[src/rtl/sts_pkg.sv]
`timescale 1ns / 1ps
// Shared types and constants for the segment tree range sum unit.
// Depends on nothing; every other file of the block imports it.
package sts_pkg;

    localparam int DEF_LEAVES = 1024;
    localparam int IDX_W      = 10;
    localparam int DATA_W     = 32;

    localparam logic OP_UPDATE = 1'b0;
    localparam logic OP_QUERY  = 1'b1;

    typedef enum logic [2:0] {
        ST_CLEAR,
        ST_IDLE,
        ST_ULEAF,
        ST_URD,
        ST_UWR,
        ST_QRD,
        ST_QACC,
        ST_QDONE
    } sts_state_t;

endpackage

[src/rtl/sts_ctrl.sv]
`timescale 1ns / 1ps
// Sequencer for the segment tree: clearing pass, leaf-to-root update walk and
// bottom-up range query. Depends on sts_pkg; drives the ports of sts_mem.
module sts_ctrl #(
    parameter int LEAVES = sts_pkg::DEF_LEAVES,
    parameter int AW     = 11
) (
    input  logic                        clk,
    input  logic                        rst_n,
    input  logic                        start,
    input  logic                        opcode,
    input  logic [sts_pkg::IDX_W-1:0]   first_index,
    input  logic [sts_pkg::IDX_W-1:0]   last_index,
    input  logic [sts_pkg::DATA_W-1:0]  new_value,
    output logic                        busy,
    output logic                        done,
    output logic [sts_pkg::DATA_W-1:0]  sum,
    output logic                        mem_we,
    output logic [AW-1:0]               mem_waddr,
    output logic [sts_pkg::DATA_W-1:0]  mem_wdata,
    output logic [AW-1:0]               mem_raddr_a,
    output logic [AW-1:0]               mem_raddr_b,
    input  logic [sts_pkg::DATA_W-1:0]  mem_rdata_a,
    input  logic [sts_pkg::DATA_W-1:0]  mem_rdata_b
);
    import sts_pkg::*;

    localparam int LOG = AW - 1;
    localparam int P   = 2 ** LOG;
    localparam int LW  = (LOG > IDX_W) ? LOG : IDX_W;
    localparam logic [LW-1:0] LAST_LEAF = LW'(LEAVES - 1);

    sts_state_t        state_reg, state_next;
    logic [AW-1:0]     clr_reg, clr_next;
    logic [AW-1:0]     node_reg, node_next;
    logic [AW:0]       lo_reg, lo_next;
    logic [AW:0]       hi_reg, hi_next;
    logic [DATA_W-1:0] sum_reg, sum_next;
    logic [DATA_W-1:0] value_reg, value_next;

    logic [LW-1:0] first_ext;
    logic [LW-1:0] last_ext;
    logic [LW-1:0] last_clip;
    logic          first_ok;
    logic          range_ok;
    logic [AW:0]   hi_m1;
    logic [DATA_W-1:0] add_a;
    logic [DATA_W-1:0] add_b;

    assign first_ext = LW'(first_index);
    assign last_ext  = LW'(last_index);
    assign last_clip = (last_ext > LAST_LEAF) ? LAST_LEAF : last_ext;
    assign first_ok  = (first_ext <= LAST_LEAF);
    assign range_ok  = (first_ext <= last_clip);
    assign hi_m1     = hi_reg - (AW + 1)'(1);
    assign add_a     = lo_reg[0] ? mem_rdata_a : '0;
    assign add_b     = hi_reg[0] ? mem_rdata_b : '0;

    always_comb
    begin
        state_next = state_reg;
        unique case (state_reg)
            ST_CLEAR:
            begin
                if (clr_reg == '1)
                begin
                    state_next = ST_IDLE;
                end
            end
            ST_IDLE:
            begin
                if (start)
                begin
                    if (opcode == OP_QUERY)
                    begin
                        state_next = ST_QRD;
                    end
                    else if (first_ok)
                    begin
                        state_next = ST_ULEAF;
                    end
                end
            end
            ST_ULEAF: state_next = ST_URD;
            ST_URD:   state_next = ST_UWR;
            ST_UWR:
            begin
                state_next = (node_reg == AW'(1)) ? ST_IDLE : ST_URD;
            end
            ST_QRD:
            begin
                state_next = (lo_reg < hi_reg) ? ST_QACC : ST_QDONE;
            end
            ST_QACC:  state_next = ST_QRD;
            ST_QDONE: state_next = ST_IDLE;
            default:  state_next = ST_IDLE;
        endcase
    end

    always_comb
    begin
        clr_next   = clr_reg;
        node_next  = node_reg;
        lo_next    = lo_reg;
        hi_next    = hi_reg;
        sum_next   = sum_reg;
        value_next = value_reg;
        case (state_reg)
            ST_CLEAR:
            begin
                clr_next = clr_reg + AW'(1);
            end
            ST_IDLE:
            begin
                value_next = new_value;
                sum_next   = '0;
                if (opcode == OP_QUERY && !range_ok)
                begin
                    lo_next = '0;
                    hi_next = '0;
                end
                else
                begin
                    lo_next = (AW + 1)'(P) + (AW + 1)'(first_ext);
                    hi_next = (AW + 1)'(P) + (AW + 1)'(last_clip) + (AW + 1)'(1);
                end
            end
            ST_ULEAF:
            begin
                node_next = {1'b0, lo_reg[AW-1:1]};
            end
            ST_UWR:
            begin
                node_next = {1'b0, node_reg[AW-1:1]};
            end
            ST_QACC:
            begin
                sum_next = sum_reg + add_a + add_b;
                lo_next  = (lo_reg + (AW + 1)'(lo_reg[0])) >> 1;
                hi_next  = hi_reg >> 1;
            end
            default:
            begin
            end
        endcase
    end

    always_comb
    begin
        busy        = (state_reg != ST_IDLE);
        done        = (state_reg == ST_QDONE);
        mem_we      = 1'b0;
        mem_waddr   = clr_reg;
        mem_wdata   = '0;
        mem_raddr_a = lo_reg[AW-1:0];
        mem_raddr_b = hi_m1[AW-1:0];
        unique case (state_reg)
            ST_CLEAR:
            begin
                mem_we = 1'b1;
            end
            ST_ULEAF:
            begin
                mem_we    = 1'b1;
                mem_waddr = lo_reg[AW-1:0];
                mem_wdata = value_reg;
            end
            ST_URD:
            begin
                mem_raddr_a = {node_reg[AW-2:0], 1'b0};
                mem_raddr_b = {node_reg[AW-2:0], 1'b1};
            end
            ST_UWR:
            begin
                mem_we    = 1'b1;
                mem_waddr = node_reg;
                mem_wdata = mem_rdata_a + mem_rdata_b;
            end
            default:
            begin
            end
        endcase
    end

    assign sum = sum_reg;

    always_ff @(posedge clk or negedge rst_n)
    begin
        if (!rst_n)
        begin
            state_reg <= ST_CLEAR;
            clr_reg   <= '0;
        end
        else
        begin
            state_reg <= state_next;
            clr_reg   <= clr_next;
        end
    end

    always_ff @(posedge clk)
    begin
        node_reg  <= node_next;
        lo_reg    <= lo_next;
        hi_reg    <= hi_next;
        sum_reg   <= sum_next;
        value_reg <= value_next;
    end

endmodule

[config.mk]
export PLATFORM = sky130hd
export DESIGN_NAME = sts_ctrl
export DESIGN_NICKNAME = d
export VERILOG_FILES = /design/src/rtl/sts_pkg.sv /design/src/rtl/sts_ctrl.sv
export SDC_FILE = /design/constraint.sdc
export NUM_CORES = 1
export LEC_CHECK = 0
export ABC_AREA = 1
export BUFFER_PORTS_ARGS = -buffer_cell sky130_fd_sc_hd__buf_2
export CAP_MARGIN = 20
export CORE_MARGIN = 4
export CORE_UTILIZATION = 34
export DETAILED_ROUTE_END_ITERATION = 8
export REMOVE_ABC_BUFFERS = 1
export SYNTH_ARGS = -nofsm -noshare
export SYNTH_HDL_FRONTEND = slang
export SYNTH_SLANG_ARGS = --single-unit
[constraint.sdc]
create_clock -name clk -period 6 [get_ports clk]
set_input_delay 0.3 -clock clk [delete_from_list [all_inputs] [get_ports clk]]
set_output_delay 0.3 -clock clk [all_outputs]
set_load 0.02 [all_outputs]
==> flow_summary_export.csv, run 1 <==
group,metric,value,unit
clock_network,clk_pin_slew,0.08,ns
critical_path,worst-endpoint-required,6.14,ns
global_routing,overflow,0,
cells_and_area,final_cells,2385,
clock_network,clk_latency,0.38,ns
synthesis,synth.top_cells.by_count,"613 x nand2_1, 301 x inv_1, 152 x nor2_1",
run,cap_violations,0,
critical_path,rr_worst_depth,14,
floorplan,dieWidth,192,um
placement,dp_cells,2365,
critical_path,worstSetupPathType,"reg2reg",
synthesis,synth_enable_flop_cells,97,
clock_network,post_cts_buffers,0,
clock_network,htree_levels,3,
clock_network,clk_root_buffer_cell,"clkbuf_16",
clock_network,cts_buffer_depth,2,
critical_path,timing.rr.start,"lo_reg[0]",
floorplan,rows,66,
global_routing,grt_usage,20.8,%
placement,dp_slack,2.47,ns
routing,wl_per_cell,16.3,um
synthesis,yosysMostFrequentCell,"nand2_1",
placement,dpl_cell_area,0.0130,sq mm
worst_hold_path,min_path_cells,1,
timing,rsz0062_at_grt,"no",
synthesis,synth_top_area_cell,"edfxtp_1",
placement,dp_hpwl,32700,um
synthesis,ys_async_sr_fraction,12.6,%
synthesis,synthAdderAreaFrac,15.0,%
synthesis,synth_cell_types,46,
clock_network,cts.sinks,111,
floorplan,start_util,34.9,%
pwr,powerDensity,143,mW/mm^2
timing,fin_crit,3.60,ns
routing,viasPerCell,4.89,
routing,routed_wl,38800,um
critical_path,cp.arrival,3.74,ns
floorplan,dieArea,0.0367,sq mm
critical_path,rrSetupSlack,2.40,ns
clock_network,cts_hold_buf,1,
global_routing,grt_antenna_before_repair,11,
clock_network,cts_buffers,9,
synthesis,synth_seq_area_share,28.5,%
floorplan,dieHeight,192,um
timing,timing.fmax,278,MHz
routing,drtAntennaViolNets,0,
clock_network,cts_resized,0,
synthesis,netlist_top_cells_area,"edfxtp_1 25%, nand2_1 20%, inv_1 9.9%",
timing,setup_violations,0,
synthesis,synth_seq_cells,111,
global_routing,first_global_vias,11100,
critical_path,endpoint_kind,"flop",
timing,fin_ws,2.40,ns
synthesis,synth-compound-area-share,9.47,%
pwr,p_total,1.91,mW
synthesis,ys.flop_type,"edfxtp_1",
timing,fin_crit_sh,60.0,%
synthesis,synth_mux_area_share,0,%
synthesis,synth_top_family_by_area,"simple AND/OR/NAND/NOR gates",
global_routing,grt_max_degree,49,
global_routing,grt_pass1_wl,59600,um
synthesis,synth.avg_cell_area,6.64,sq um
routing,firstDrtPassIters,5,
cells_and_area,drive_gt1_share,14.0,%
floorplan,io_pins,220,
floorplan,fp.coreArea,0.0329,sq mm
routing,initialDrtViolationCount,772,
routing,drc_errors,0,
placement,port_buffers,219,
timing,finalHoldViolations,0,
timing,maxSlewHeadroom,37.2,%
placement,place.gp.congestion,0.956,
synthesis,ys_warn_count,0,
pwr,irDropWorstVdd,0.135,mV
synthesis,synth_xor_xnor_area_share,1.99,%
routing,dr_total_vias,11700,
cells_and_area,nets,2174,
timing,slew_violations,0,
pwr,p_leak,7.44,nW
timing,tightestPinTransition,0.940,ns
synthesis,synth_top_area_share,25.4,%
clock_network,cts_tree,"yes",
critical_path,critPathMaxFanout,21,
critical_path,endpoint,"sum[15]",
worst_hold_path,holdCritPathClass,"in2reg",
critical_path,cp-startpoint,"lo_reg[0]",
cells_and_area,design_area,0.0134,sq mm
cells_and_area,areaGrowthSynthToFinish,16.5,%
critical_path,reg2reg_to,"sum[15]",
timing,fin_skew,0.0138,ns
synthesis,synthCells,1728,
timing,setup_tns,0,ns
critical_path,start_kind,"flop",
synthesis,post_synth_and_or_nand_nor_area_fraction,33.6,%
synthesis,synth_area,0.0115,sq mm
status,outcome,"finished clean",
where the power goes:
group | switching [mW] | total (mW) | internal, mW
logic | 0.285 | 0.440 | 0.155
clock network | 0.314 | 0.636 | 0.322
registers | 0 | 0.835 | 0.835
kinds of logic after synthesis:
logic type	Yosys count
simple gates	937
buf+inv	339
compound gates	197
fa+ha+maj	118
flops	111
xor+xnor	26
worst min path at each step:
| stage | start | to |
|---|---|---|
| 2_1_floorplan | rst_n | clr_reg[0] |
| 3_3_place_gp | rst_n | clr_reg[8] |
| 3_5_place_dp | rst_n | clr_reg[8] |
| 4_1_cts | new_value[22] | value_reg[22] |
| 5_1_grt | new_value[22] | value_reg[22] |
| 6_report | new_value[26] | value_reg[26] |
metal layers:
layer / share of wire, % / wire, um / GRT usage, % / vias up
li1: - / - / - / 5886
met1: 42 / 16500 / 27.1 / 5256
met2: 45 / 17600 / 34.0 / 428
met3: 9.0 / 3480 / 4.91 / 72
met4: 3.1 / 1200 / 7.02 / 18
met5: 0.27 / 104 / 0 / -
stage by stage:
stage          utilization (%)  hold slack, ns
2_1_floorplan                -         0.00441
3_3_place_gp              39.6           0.209
3_5_place_dp              39.6           0.212
4_1_cts                   40.6          0.0671
5_1_grt                   40.6          0.0652
6_report                  40.6          0.0886
critical path, stage by stage (launching register included):
cell and delay [ns]:
edfxtp_1 0.68, buf_4 0.35, nand2_1 0.08, inv_1 0.08, fa_1 0.43, ha_1 0.25, fa_1 0.45, nand3_1 0.11
nand3_1 0.21, nand2_1 0.11, nand2_1 0.11, nand2_1 0.09, nand3_1 0.14, o21ai_0 0.23, a21oi_1 0.06
final cells by class:
cell class | instances | area (sq um)
Sequential cell | 111 | 3260
Tap cell | 442 | 553
Clock inverter | 5 | 37.5
Timing Repair Buffer | 228 | 1180
Multi-Input combinational cell | 1278 | 6900
Clock buffer | 11 | 264
Fill cell | 3575 | 19500
Antenna cell | 2 | 5.00
Inverter | 308 | 1160
layout by cell type (no fill, tap or decap), types with 2 or more instances in the layout:
master     count
xor2_1        20
xnor2_1        6
or2_2          3
nor4_1         2
clkinv_4       2
a21o_1         3
dfrtp_1       14
a21oi_1       87
a32o_1         2
nand3_1      103
nand2_2        4
o221ai_1       5
fa_1          33
buf_2        219
o21a_1         4
nor2_1       152
inv_2          7
inv_1        301
nor3_2         4
o21bai_1       6
clkbuf_16     10
o21ai_1       10
o211ai_1       5
o21ai_0       67
edfxtp_1      97
nand4_1       14
nand3b_1      13
buf_4          7
nand2_1      612
nor2_4         3
and2_1         3
or2_1          2
diode_2        2
nor3_1        16
ha_1          85
nor2_2         3
Power figures use the tool's default switching activity.
==> inputs of run 2 (changes only) <==
clock period = 2.9 ns   (was 6 ns; I/O delays follow)
==> flow_summary_export.csv, run 2 (synthesis gave the netlist of run 1 again) <==
group,metric,value,unit
routing,firstDrtPassIters,5,
global_routing,first_global_vias,11300,
critical_path,max_stage_delay,0.54,ns
floorplan,dieWidth,192,um
clock_network,cts_buffer_depth,2,
routing,drc_errors,0,
run,cap_violations,0,
global_routing,grt_max_degree,48,
cells_and_area,multi_input_area,0.00745,sq mm
routing,dr_total_vias,12100,
cells_and_area,final_cells,2470,
clock_network,cts.sinks,111,
critical_path,timing.rr.start,"hi_reg[0]",
global_routing,overflow,0,
routing,routed_wl,41200,um
floorplan,dieArea,0.0367,sq mm
global_routing,grt_pass1_wl,61400,um
critical_path,cp.arrival,2.97,ns
routing,wl_per_cell,16.7,um
timing,tightestPinTransition,0.629,ns
pwr,p_total,4.13,mW
cells_and_area,design_area,0.0147,sq mm
placement,port_buffers,219,
timing,fin_skew,0.0148,ns
cells_and_area,final_common_cell,"nand2_1",
cells_and_area,areaGrowthSynthToFinish,28.2,%
timing,finalHoldViolations,0,
floorplan,start_util,34.9,%
placement,dp_cells,2413,
critical_path,cp-startpoint,"hi_reg[0]",
critical_path,worstSetupPathType,"reg2reg",
floorplan,rows,66,
clock_network,clk_latency,0.39,ns
timing,hold_ws,0.0971,ns
worst_hold_path,min_path_cells,3,
global_routing,grt_usage,21.5,%
pwr,powerDensity,281,mW/mm^2
timing,slew_violations,0,
timing,rsz0062_at_grt,"yes",
worst_hold_path,hp-start,"start",
critical_path,rrSetupSlack,0.06,ns
floorplan,fp.coreArea,0.0329,sq mm
critical_path,rr_worst_depth,13,
critical_path,cp_cell_sequence,"buf_6, clkbuf_16, nand2_1, inv_1, fa_1, ha_4, nand2_1, inv_1, a21oi_1, nand3_1, buf_4, o21ai_0, a21oi_1",
timing,timing.fmax,353,MHz
global_routing,grt_antenna_before_repair,10,
routing,drtAntennaViolNets,0,
clock_network,clk_pin_slew,0.08,ns
critical_path,critPathMaxFanout,11,
timing,maxSlewHeadroom,57.9,%
critical_path,endpoint_kind,"flop",
worst_hold_path,holdCritPathClass,"in2reg",
routing,initialDrtViolationCount,977,
critical_path,slowest_stage,"fa_1",
critical_path,start_kind,"flop",
timing,fin_crit,2.84,ns
cells_and_area,final_cell_mix,"587 x nand2_1, 296 x inv_1, 219 x buf_2",
timing,fin_crit_sh,97.8,%
pwr,p_leak,7.90,nW
critical_path,worst-endpoint-required,3.04,ns
cells_and_area,drive_gt1_share,21.4,%
timing,setup_violations,0,
clock_network,htree_levels,3,
clock_network,cts_buffers,9,
floorplan,dieHeight,192,um
cells_and_area,nFillCells,3491,
timing,setup_tns,0,ns
pwr,irDropWorstVdd,0.301,mV
cells_and_area,regArea,0.00326,sq mm
placement,dp_hpwl,33700,um
clock_network,cts_tree,"yes",
cells_and_area,nets,2257,
clock_network,clk_root_buffer_cell,"clkbuf_16",
routing,viasPerCell,4.88,
placement,place.gp.congestion,0.944,
status,outcome,"finished clean",
placement,dpl_cell_area,0.0134,sq mm
floorplan,io_pins,220,
## run 2: changes by cell type in the layout (fill, tap and decap cells not counted), moves of 20 or more
cell / change
ha_4: +20
nand2_1: -25
dlygate4sd3_1: +32
nor2_1: -21
buf_4: +43
nand2_2: +24
ha_1: -24
## run 2: report_power, final
part | internal [mW] | switching [mW]
logic | 0.430 | 0.654
registers | 1.73 | 0
clock network | 0.613 | 0.700
## run 2: final cells by class
cell class / count / share of cell area (%)
flip-flops and latches: 111 / 22.2
diodes: 4 / 0.0681
inverters: 308 / 7.87
repair buffers: 311 / 13.4
well taps: 442 / 3.76
clock buffers: 9 / 1.53
multi-input cells: 1278 / 50.7
clock inverters: 7 / 0.485
## run 2: per-stage QoR
step,setup slack [ns],utilization (%)
detailed placement,-0.103,40.9
global placement,-0.0777,40.9
global route,-0.0812,44.7
finish,0.0649,44.7
floorplan,-0.679,-
CTS,0.0100,42.8
## run 2: routing by layer
layer	wire [um]	track usage, %	up-vias
li1	-	-	6044
met1	17900	28.3	5522
met2	18900	35.6	417
met3	3330	4.74	62
met4	1050	6.22	14
met5	87	0	-
## run 2: repair_timing
item                                    CTS  global route
endpoints found under the setup margin   13            25
resized for setup                         7           124
hold buffers                             33             0
pin swaps                                 0            14
cloned                                    0             2
setup buffers                             0             2
endpoints found under the hold margin    46             0
## run 2: worst paths after layout
path | to
max | sum[14]
min in group asynchronous | clr_reg[10]
max reg2reg | sum[14]
max in group asynchronous | state_reg[2]
min | state_reg[2]
min reg2reg | clr_reg[9]
## run 2: worst max-delay path: cells and delay by family (launching register included)
family	cells	cell delay, ns
AOI/OAI and AO/OA	3	0.49
adders and majority gates	2	0.77
buffers and inverters	5	0.61
DFF	1	0.38
and+or+nand+nor	3	0.34
